==> src/tnsb_pkg.sv <==
// ----------------------------------------------------------------------------
// tnsb_pkg: shared codes and types
// Lane operation codes, shift step codes and the lane command word.
// ----------------------------------------------------------------------------
package tnsb_pkg;

	localparam logic [3:0] OP_NONE     = 4'd0;
	localparam logic [3:0] OP_LOAD     = 4'd1;
	localparam logic [3:0] OP_HALVE    = 4'd2;
	localparam logic [3:0] OP_MUL_A    = 4'd3;
	localparam logic [3:0] OP_MUL_B    = 4'd4;
	localparam logic [3:0] OP_BLEND_A  = 4'd5;
	localparam logic [3:0] OP_BLEND_B  = 4'd6;
	localparam logic [3:0] OP_DIFF     = 4'd7;
	localparam logic [3:0] OP_ADD      = 4'd8;
	localparam logic [3:0] OP_SHIFT    = 4'd9;
	localparam logic [3:0] OP_SQUARE   = 4'd10;
	localparam logic [3:0] OP_DIV_INIT = 4'd11;
	localparam logic [3:0] OP_DIV_STEP = 4'd12;
	localparam logic [3:0] OP_SAVE_N   = 4'd13;
	localparam logic [3:0] OP_SAVE_U   = 4'd14;

	localparam logic [1:0] SH_R4 = 2'd0;
	localparam logic [1:0] SH_R1 = 2'd1;
	localparam logic [1:0] SH_L4 = 2'd2;
	localparam logic [1:0] SH_L1 = 2'd3;

	localparam logic [15:0] WEIGHT_RESET = 16'd13107;
	localparam logic [3:0]  DIV_LAST     = 4'd14;

	typedef struct packed {
		logic [3:0] op;
		logic [1:0] shift;
		logic       zero;
	} lane_cmd_t;

endpackage

==> src/tnsb_lane.sv <==
// ----------------------------------------------------------------------------
// tnsb_lane: one axis of the triangle datapath
// Edges, bounding box, one shared multiplier, scaling shifts and a
// bit-serial divider for the unit vector component of this axis.
// ----------------------------------------------------------------------------
module tnsb_lane (
	input  logic                     clk,
	input  logic                     arst_n,
	input  tnsb_pkg::lane_cmd_t      cmd,
	input  logic signed [31:0]       v0,
	input  logic signed [31:0]       v1,
	input  logic signed [31:0]       v2,
	input  logic [15:0]              diffuse,
	input  logic                     wide,
	input  logic signed [31:0]       e1a,
	input  logic signed [31:0]       e2b,
	input  logic signed [31:0]       e1b,
	input  logic signed [31:0]       e2a,
	input  logic [15:0]              weight,
	input  logic [30:0]              len,
	output logic signed [31:0]       e1,
	output logic signed [31:0]       e2,
	output logic                     edge_wide,
	output logic [63:0]              mag,
	output logic [61:0]              square,
	output logic signed [15:0]       n,
	output logic signed [15:0]       u,
	output logic signed [31:0]       box_lo,
	output logic signed [31:0]       box_hi
);
	import tnsb_pkg::*;

	logic signed [32:0] e1_q, e2_q;
	logic [15:0]        diff_q;
	logic signed [65:0] prod_q, acc_q;
	logic               neg_q;
	logic [63:0]        mag_q;
	logic [46:0]        num_q, den_q;
	logic [14:0]        quo_q;
	logic signed [15:0] n_q, u_q;
	logic signed [31:0] box_lo_q, box_hi_q;

	logic signed [32:0] mul_a, mul_b;
	logic signed [65:0] prod_c;
	logic signed [66:0] sum_c;
	logic [66:0]        abs_c;
	logic signed [15:0] res_c;
	logic signed [31:0] lo_c, hi_c;

	always_comb begin
		mul_a = '0;
		mul_b = '0;
		case (cmd.op)
			OP_MUL_A: begin
				mul_a = {e1a[31], e1a};
				mul_b = {e2b[31], e2b};
			end
			OP_MUL_B: begin
				mul_a = {e1b[31], e1b};
				mul_b = {e2a[31], e2a};
			end
			OP_BLEND_A: begin
				mul_a = {{15{n_q[15]}}, n_q, 2'b00};
				mul_b = {17'b0, weight};
			end
			OP_BLEND_B: begin
				mul_a = {17'b0, diff_q};
				mul_b = {16'b0, 17'h10000 - {1'b0, weight}};
			end
			OP_SQUARE: begin
				mul_a = {3'b0, mag_q[29:0]};
				mul_b = {3'b0, mag_q[29:0]};
			end
			default: begin
				mul_a = '0;
				mul_b = '0;
			end
		endcase
	end

	assign prod_c = mul_a * mul_b;
	assign sum_c  = (cmd.op == OP_ADD) ? ({acc_q[65], acc_q} + {prod_q[65], prod_q})
	                                   : ({acc_q[65], acc_q} - {prod_q[65], prod_q});
	assign abs_c  = sum_c[66] ? 67'(-sum_c) : 67'(sum_c);
	assign res_c  = cmd.zero ? 16'sd0 : (neg_q ? -$signed({1'b0, quo_q}) : $signed({1'b0, quo_q}));

	always_comb begin
		lo_c = box_lo_q;
		hi_c = box_hi_q;
		if (v0 < lo_c) lo_c = v0;
		if (v1 < lo_c) lo_c = v1;
		if (v2 < lo_c) lo_c = v2;
		if (v0 > hi_c) hi_c = v0;
		if (v1 > hi_c) hi_c = v1;
		if (v2 > hi_c) hi_c = v2;
	end

	always_ff @(posedge clk or negedge arst_n) begin
		if (!arst_n) begin
			box_lo_q <= 32'sh7FFFFFFF;
			box_hi_q <= 32'sh80000000;
		end else if (cmd.op == OP_LOAD) begin
			box_lo_q <= lo_c;
			box_hi_q <= hi_c;
		end
	end

	always_ff @(posedge clk) begin
		case (cmd.op)
			OP_LOAD: begin
				e1_q   <= {v1[31], v1} - {v0[31], v0};
				e2_q   <= {v2[31], v2} - {v0[31], v0};
				diff_q <= diffuse;
			end
			OP_HALVE: begin
				if (wide) begin
					e1_q <= e1_q >>> 1;
					e2_q <= e2_q >>> 1;
				end
			end
			OP_MUL_A, OP_BLEND_A, OP_SQUARE: begin
				prod_q <= prod_c;
			end
			OP_MUL_B, OP_BLEND_B: begin
				prod_q <= prod_c;
				acc_q  <= prod_q;
			end
			OP_DIFF, OP_ADD: begin
				neg_q <= sum_c[66];
				mag_q <= abs_c[63:0];
			end
			OP_SHIFT: begin
				case (cmd.shift)
					SH_R4:   mag_q <= mag_q >> 4;
					SH_R1:   mag_q <= mag_q >> 1;
					SH_L4:   mag_q <= mag_q << 4;
					SH_L1:   mag_q <= mag_q << 1;
					default: mag_q <= mag_q;
				endcase
			end
			OP_DIV_INIT: begin
				num_q <= {2'b0, mag_q[29:0], 15'b0} + {16'b0, len};
				den_q <= {1'b0, len, 15'b0};
				quo_q <= '0;
			end
			OP_DIV_STEP: begin
				if (num_q >= den_q) begin
					num_q <= num_q - den_q;
					quo_q <= {quo_q[13:0], 1'b1};
				end else begin
					quo_q <= {quo_q[13:0], 1'b0};
				end
				den_q <= den_q >> 1;
			end
			OP_SAVE_N: n_q <= res_c;
			OP_SAVE_U: u_q <= res_c;
			default: begin
			end
		endcase
	end

	assign e1        = e1_q[31:0];
	assign e2        = e2_q[31:0];
	assign edge_wide = (e1_q[32] != e1_q[31]) || (e2_q[32] != e2_q[31]);
	assign mag       = mag_q;
	assign square    = prod_q[61:0];
	assign n         = n_q;
	assign u         = u_q;
	assign box_lo    = box_lo_q;
	assign box_hi    = box_hi_q;

endmodule

==> config.mk <==
export PLATFORM = sky130hd
export DESIGN_NAME = tnsb_lane
export DESIGN_NICKNAME = d
export VERILOG_FILES = /design/src/tnsb_pkg.sv /design/src/tnsb_lane.sv
export SDC_FILE = /design/constraint.sdc
export NUM_CORES = 2
export LEC_CHECK = 0
export ABC_AREA = 1
export CORE_MARGIN = 2
export CORE_UTILIZATION = 35
export CTS_BUF_LIST = sky130_fd_sc_hd__clkbuf_16
export CTS_CLUSTER_DIAMETER = 60
export DETAILED_ROUTE_END_ITERATION = 10
export DONT_BUFFER_PORTS = 1
export HOLD_SLACK_MARGIN = 0.02
export PLACE_DENSITY = 0.58
export SYNTH_ARGS = -nofsm -noshare
export SYNTH_HDL_FRONTEND = slang
export SYNTH_SLANG_ARGS = --single-unit
export TNS_END_PERCENT = 100
==> constraint.sdc <==
create_clock -name clk -period 11.8 [get_ports clk]
set_input_delay 0.59 -clock clk [delete_from_list [all_inputs] [get_ports clk]]
set_output_delay 0.59 -clock clk [all_outputs]
set_load 0.1 [all_outputs]
Word level (Yosys, flattened, before mapping):

Cells that the tools add are included.

* register bits: 484
* bits in latches: 0
* memory bits (writable): 0
* memory bits (read-only): 0
* input bits: 297
* output and inout bits: 287
* memories: 0

* add/sub/neg operators: 9
* multipliers: 1
* divide/modulo/power cells: 0
* $lt $le $gt $ge: 7
* eq/ne operators: 21
* shift operators: 0
* multiplexer cells: 23
* bitwise logic cells: 1
* reduce and logical (&&, ||, !) cells: 11

Operators with widths (count)
* 33-bit case mux with 5 select lines: 2
* 32-bit 2-to-1 mux: 8
* 64-bit case mux with 4 select lines: 1
* 47-bit case mux with 2 select lines: 2
* 33-bit case mux with 2 select lines: 2
* 64-bit case mux with 2 select lines: 1
* 32-bit > comparator: 3
* 32-bit < comparator: 3
* 66-bit by 66-bit adder with 67-bit output: 1
* 67-bit 2-to-1 mux: 1
* 66-bit by 66-bit subtractor with 67-bit output: 1
* 33-bit by 33-bit multiplier with 66-bit output: 1
* 32-bit by 32-bit subtractor with 33-bit output: 2
* 64-bit 2-to-1 mux: 1
* 64-bit negation: 1
* 47-bit >= comparator: 1
* 47-bit 2-to-1 mux: 1
* 47-bit subtractor: 1
* 45-bit by 31-bit adder with 46-bit output: 1
* 16-bit 2-to-1 mux: 2
* 15-bit case mux with 2 select lines: 1
* 4-bit equality test, second input constant: 7
* 17-bit by 16-bit subtractor with 17-bit output, first input constant: 1
* 4-bit by 3-bit equality test with 1-bit output, second input constant: 4
* 15 further kinds: 24

Depth between registers and ports, before layout:

* depth after elaboration: 6
* mapped depth: 62
* gate-level depth less buffers: 62

Worst setup path after synthesis:

OpenSTA, ideal clock, no wires.

* path kind: input -> register
* start: input cmd[4] (netlist bit)
* end: register prod_q[61] (data pin)
* setup time: 0.265 ns
* arrival time: 9.204 ns
* required time: 11.535 ns
* slack: 2.331 ns
* stages on the path: 43
* buffers on the path: 3
* cells stage by stage: inv_1 > nor2_1 > inv_1 > nor2_1 > inv_1 > clkbuf_1 > clkbuf_1 > nor2_1 > nor4_1 > inv_1 > clkbuf_1 > nand2_1 > fa_1 > fa_1 > inv_1 > fa_1 > inv_1 > fa_1 > [... 7 more ...] > ha_1 > a21oi_1 > o21ai_2 > a31oi_1 > o21ai_2 > a21boi_1 > o21ai_0 > a21boi_1 > o21ai_2 > a21boi_1 > o21ai_2 > a21oi_2 > o21ai_1 > a21boi_1 > o21ai_2 > a21boi_1 > o21ai_1 > xor2_1

* longest elaborated chain between the ends: 3
* elaborated cells on any way between the ends: 8
* those cells by class: mul: 1; eq/ne: 5; mux: 2

Ends and longest elaborated chain
* start, declared: RTL line tnsb_lane.sv:9 `input tnsb_pkg::lane_cmd_t cmd,`
* 4-bit equality test, or another cell as far along: RTL line tnsb_lane.sv:53 `case (cmd.op)`
* 33-bit case mux with 5 select lines: RTL line tnsb_lane.sv:53
* 33-bit by 33-bit multiplier with 66-bit output *: RTL line tnsb_lane.sv:81 `assign prod_c = mul_a * mul_b;`
* named net prod_c[61]: RTL line tnsb_lane.sv:44 `logic signed [65:0] prod_c;`
* end signal, assigned: RTL line tnsb_lane.sv:122 `prod_q <= prod_c;`
* end signal, assigned: RTL line tnsb_lane.sv:125 `prod_q <= prod_c;`
* end, declared: RTL line tnsb_lane.sv:35 `logic signed [65:0] prod_q, acc_q;`

Mark *: on every way through the listed nets, which the timed path passes. The rest lies on a longest branch.
A chain may end at the register's enable or synchronous reset.

Worst setup path after layout:

* start: register mag_q[23] (netlist: mag[23])
* end: register prod_q[65] (data pin)

* longest elaborated chain between the ends: 2
* elaborated cells on any way between the ends: 3
* those cells by class: mul: 1; mux: 2

Ends and longest elaborated chain
* start, declared: RTL line tnsb_lane.sv:37 `logic [63:0] mag_q;`
* start signal, assigned: RTL line tnsb_lane.sv:130 `mag_q <= abs_c[63:0];`
* start signal, assigned: RTL line tnsb_lane.sv:134 `SH_R4: mag_q <= mag_q >> 4;`
* start signal, assigned: RTL line tnsb_lane.sv:135 `SH_R1: mag_q <= mag_q >> 1;`
* 33-bit case mux with 5 select lines: RTL line tnsb_lane.sv:53
* 33-bit by 33-bit multiplier with 66-bit output *: RTL line tnsb_lane.sv:81
* named net prod_c[65]: RTL line tnsb_lane.sv:44

Marks and branches as above.

==> impl_metrics.yaml <==
die:
  die_w_microns: 477.3
  io_pins: 584
  coreArea_sq_um: 222500
  initial_utilization: 0.3523
  die_y_microns: 477.3
  num_rows: 173
  fp.dieArea_sq_um: 227800
grt:
  grt_pass1_vias: 66680
  antenna_found_initial: 19
  overflow: 0
  grt_max_degree: 103
  grt_pass1_wl_microns: 455800
  track_usage: 0.2697
worst_setup_path:
  crit_path_max_fanout: 13
  start_kind: "flop"
  setup.worst_path.class: "reg -> reg"
  crit_arrival_ns: 10.80
  cp-end-kind: "flop"
  worstPathRequired_ns: 12.19
drt:
  vias: 67390
  wire_per_inst_microns: 24.78
  drt_iter0_markers: 6486
  drc: 0
  drt_wl_total_microns: 313400
  drtAntennaViolNets: 0
  via_per_inst: 5.329
  dr.pass1.iters: 6
sta:
  slew_viol_final: 0
  max_freq_mhz: 96.05
  hold_viol: 0
  slew_headroom: 0.2021
  clock_skew_ns: 0.04717
  layout_min_cycle_time_ns: 10.41
  timing.final.crit_share: 0.8823
  rsz0062_at_grt: "no"
  worst_pin_slew_ns: 1.197
  setup_viol: 0
  tns_ns: 0
logic_synthesis:
  synth_most_common_cell: "inv_1"
  ys_ff_latch: 483
  synth_commonest_cells: "inv_1, nand2_1, fa_1, nor2_1, ha_1"
  synthCells: 9640
  synth_top_area_frac: 0.2878
  syn_area_per_cell_sq_um: 8.133
  yosysTopAreaCell: "fa_1"
  yosys_warnings: 0
  async_flop_share: 0.1325
  synth_ff_type: "edfxtp_1"
  ys_types: 78
  yosys-top-cells-area: "fa_1, edfxtp_1, ha_1, inv_1, nand2_1"
  synth_edf_count: 419
  seq_area_frac_synth: 0.1814
  syn_area_sq_um: 78400
  synth_nets: 11670
cts:
  worstSkewPairLatency_ns: 0.71
  tritoncts: "done"
  cts-root-buf: "clkbuf_16"
  numCtsBuffers: 71
  htree_num_levels: 3
  clk_pin_slew_ns: 0.06
  postCtsSetupBuffers: 0
  cts.path.max_buffers: 3
  cts.sinks: 483
cells_and_area:
  ff_latch_area_sq_um: 14220
  nets: 11620
  multiInputGateArea_sq_um: 54710
  fillCellCount: 22890
  fin_cells: 12650
  area_growth_syn_to_layout_pct: 8.753
  final_layout_size_suffix_gt1_frac: 0.07012
power_and_ir_drop:
  cellPowerDensity_nw_per_um2: 179.6
  ir_drop_v: 0.0005004
  leakage_nw: 40.90
place:
  dpl.hpwl_microns: 263700
  portBuffers: 0
  dp_cells: 12480
  place.gp.congestion: 1.020
worst_hold_path:
  hp-class: "in -> reg"
outcome:
  outcome: "finished clean"
job:
  max_cap_violations: 0
registers in the layout, indices dropped and copies added (netlist names):
signal	count
neg_q	1
n	16
diff_q	16
acc_q	66
u	16
e1_q	33
e2_q	33
den_q	46
box_lo	32
quo_q	15
num_q	47
prod_q	66
box_hi	32
mag	64
logic make-up after synthesis:
logic type      after synthesis  synth area share
mux                           1         0.0001277
buf+inv                    2428            0.1235
compound gates             1468            0.1113
fa+ha+maj                  1729            0.3838
xor+xnor                    261           0.02964
flops                       483            0.1814
simple gates               3270            0.1701
stage by stage:
step           setup slack, ns    util  total power, W  hold WS (ns)  instance area [sq um]
4_1_cts                  1.555  0.3830         0.01520       0.02610                  85220
6_report                 1.389  0.3832         0.01531       0.07272                  85260
2_1_floorplan            2.331       -        0.009958        0.2944                  78400
5_1_grt                  1.050  0.3830         0.01642       0.07878                  85230
3_5_place_dp             1.192  0.3710         0.01284        0.3001                  82550
3_3_place_gp             1.246  0.3710         0.01271        0.2990                  82550
layer usage:
| metal | vias up | track usage | routed length, microns |
|---|---|---|---|
| li1 | 30200 | - | - |
| met4 | 10 | 0.1458 | 19350 |
| met1 | 33270 | 0.3578 | 128200 |
| met2 | 3257 | 0.4024 | 133600 |
| met3 | 642 | 0.06823 | 32060 |
| met5 | - | 0 | 79 |
layout make-up:
type | count | area share
flip-flops and latches | 483 | 0.1668
inverters | 1974 | 0.08693
repair buffers | 338 | 0.03164
diodes | 16 | 0.0004696
clock inverters | 59 | 0.007763
clock buffers | 72 | 0.02113
multi-input cells | 6729 | 0.6416
well taps | 2975 | 0.04366
cells in the final DEF (no fill, tap or decap), types with 18 or more instances in the layout:
cell / count
edfxtp_1: 419
fa_1: 1127
o21a_1: 24
o21ai_2: 28
xnor2_1: 103
nor2_1: 928
ha_1: 602
inv_1: 1943
o21ai_0: 474
a31oi_1: 61
dfstp_2: 32
o22ai_1: 78
buf_4: 312
nor3_1: 75
nand4_1: 44
o211ai_1: 49
nor4_1: 20
inv_2: 20
clkinv_1: 31
or2_2: 27
a221oi_1: 59
xor2_1: 153
nand3_1: 266
dlygate4sd3_1: 18
o21ai_1: 40
dfrtp_1: 32
nand2_1: 1788
a21oi_1: 483
nor2_2: 25
o221ai_1: 31
clkbuf_16: 72
power by group:
part / leakage (nW) / internal, W / switching [W] / total, W
Clock: 1.23 / 0.00135 / 0.000937 / 0.00229
Combinational: 35.1 / 0.00289 / 0.00694 / 0.00983
Sequential: 4.61 / 0.00230 / 0.000888 / 0.00319
Total: 40.9 / 0.00654 / 0.00877 / 0.0153
final timing paths:
| kind | startpoint | endpoint | slack, ns | depth (start not counted) |
|---|---|---|---|---|
| min in group asynchronous | arst_n | box_hi[22] | 0.45 | 2 |
| setup / recovery | mag[23] | prod_q[65] | 1.39 | 26 |
| setup reg to reg | mag[23] | prod_q[65] | 1.39 | 26 |
| max in group asynchronous | arst_n | box_lo[29] | 10.98 | 2 |
| hold / removal | v2[31] | box_hi[31] | 0.07 | 2 |
| hold reg to reg | den_q[7] | den_q[6] | 0.56 | 2 |
worst max-delay path, cell delays in order, from the launching register on:
cell       delay [ns]
edfxtp_1         0.83
clkinv_1         0.53
buf_4            0.36
nor2_1           0.08
a221oi_1         0.93
inv_2            0.45
nand2_1          0.16
inv_1            0.06
fa_1             0.49
fa_1             0.75
inv_1            0.16
fa_1             0.59
inv_1            0.12
fa_1             0.53
fa_1             0.55
inv_1            0.06
fa_1             0.53
inv_1            0.05
fa_1             0.50
fa_1             0.56
ha_1             0.43
a21oi_1          0.33
nor3_1           0.09
a2111oi_0        0.58
o21ai_0          0.19
nand2_1          0.12
xor2_1           0.07
repair_timing:
item | CTS | global route
hold buffers | 19 | 0
gates resized for setup | 0 | 0
endpoints found under the hold margin | 81 | 0
No activity file was read; power rests on OpenSTA's default activity.
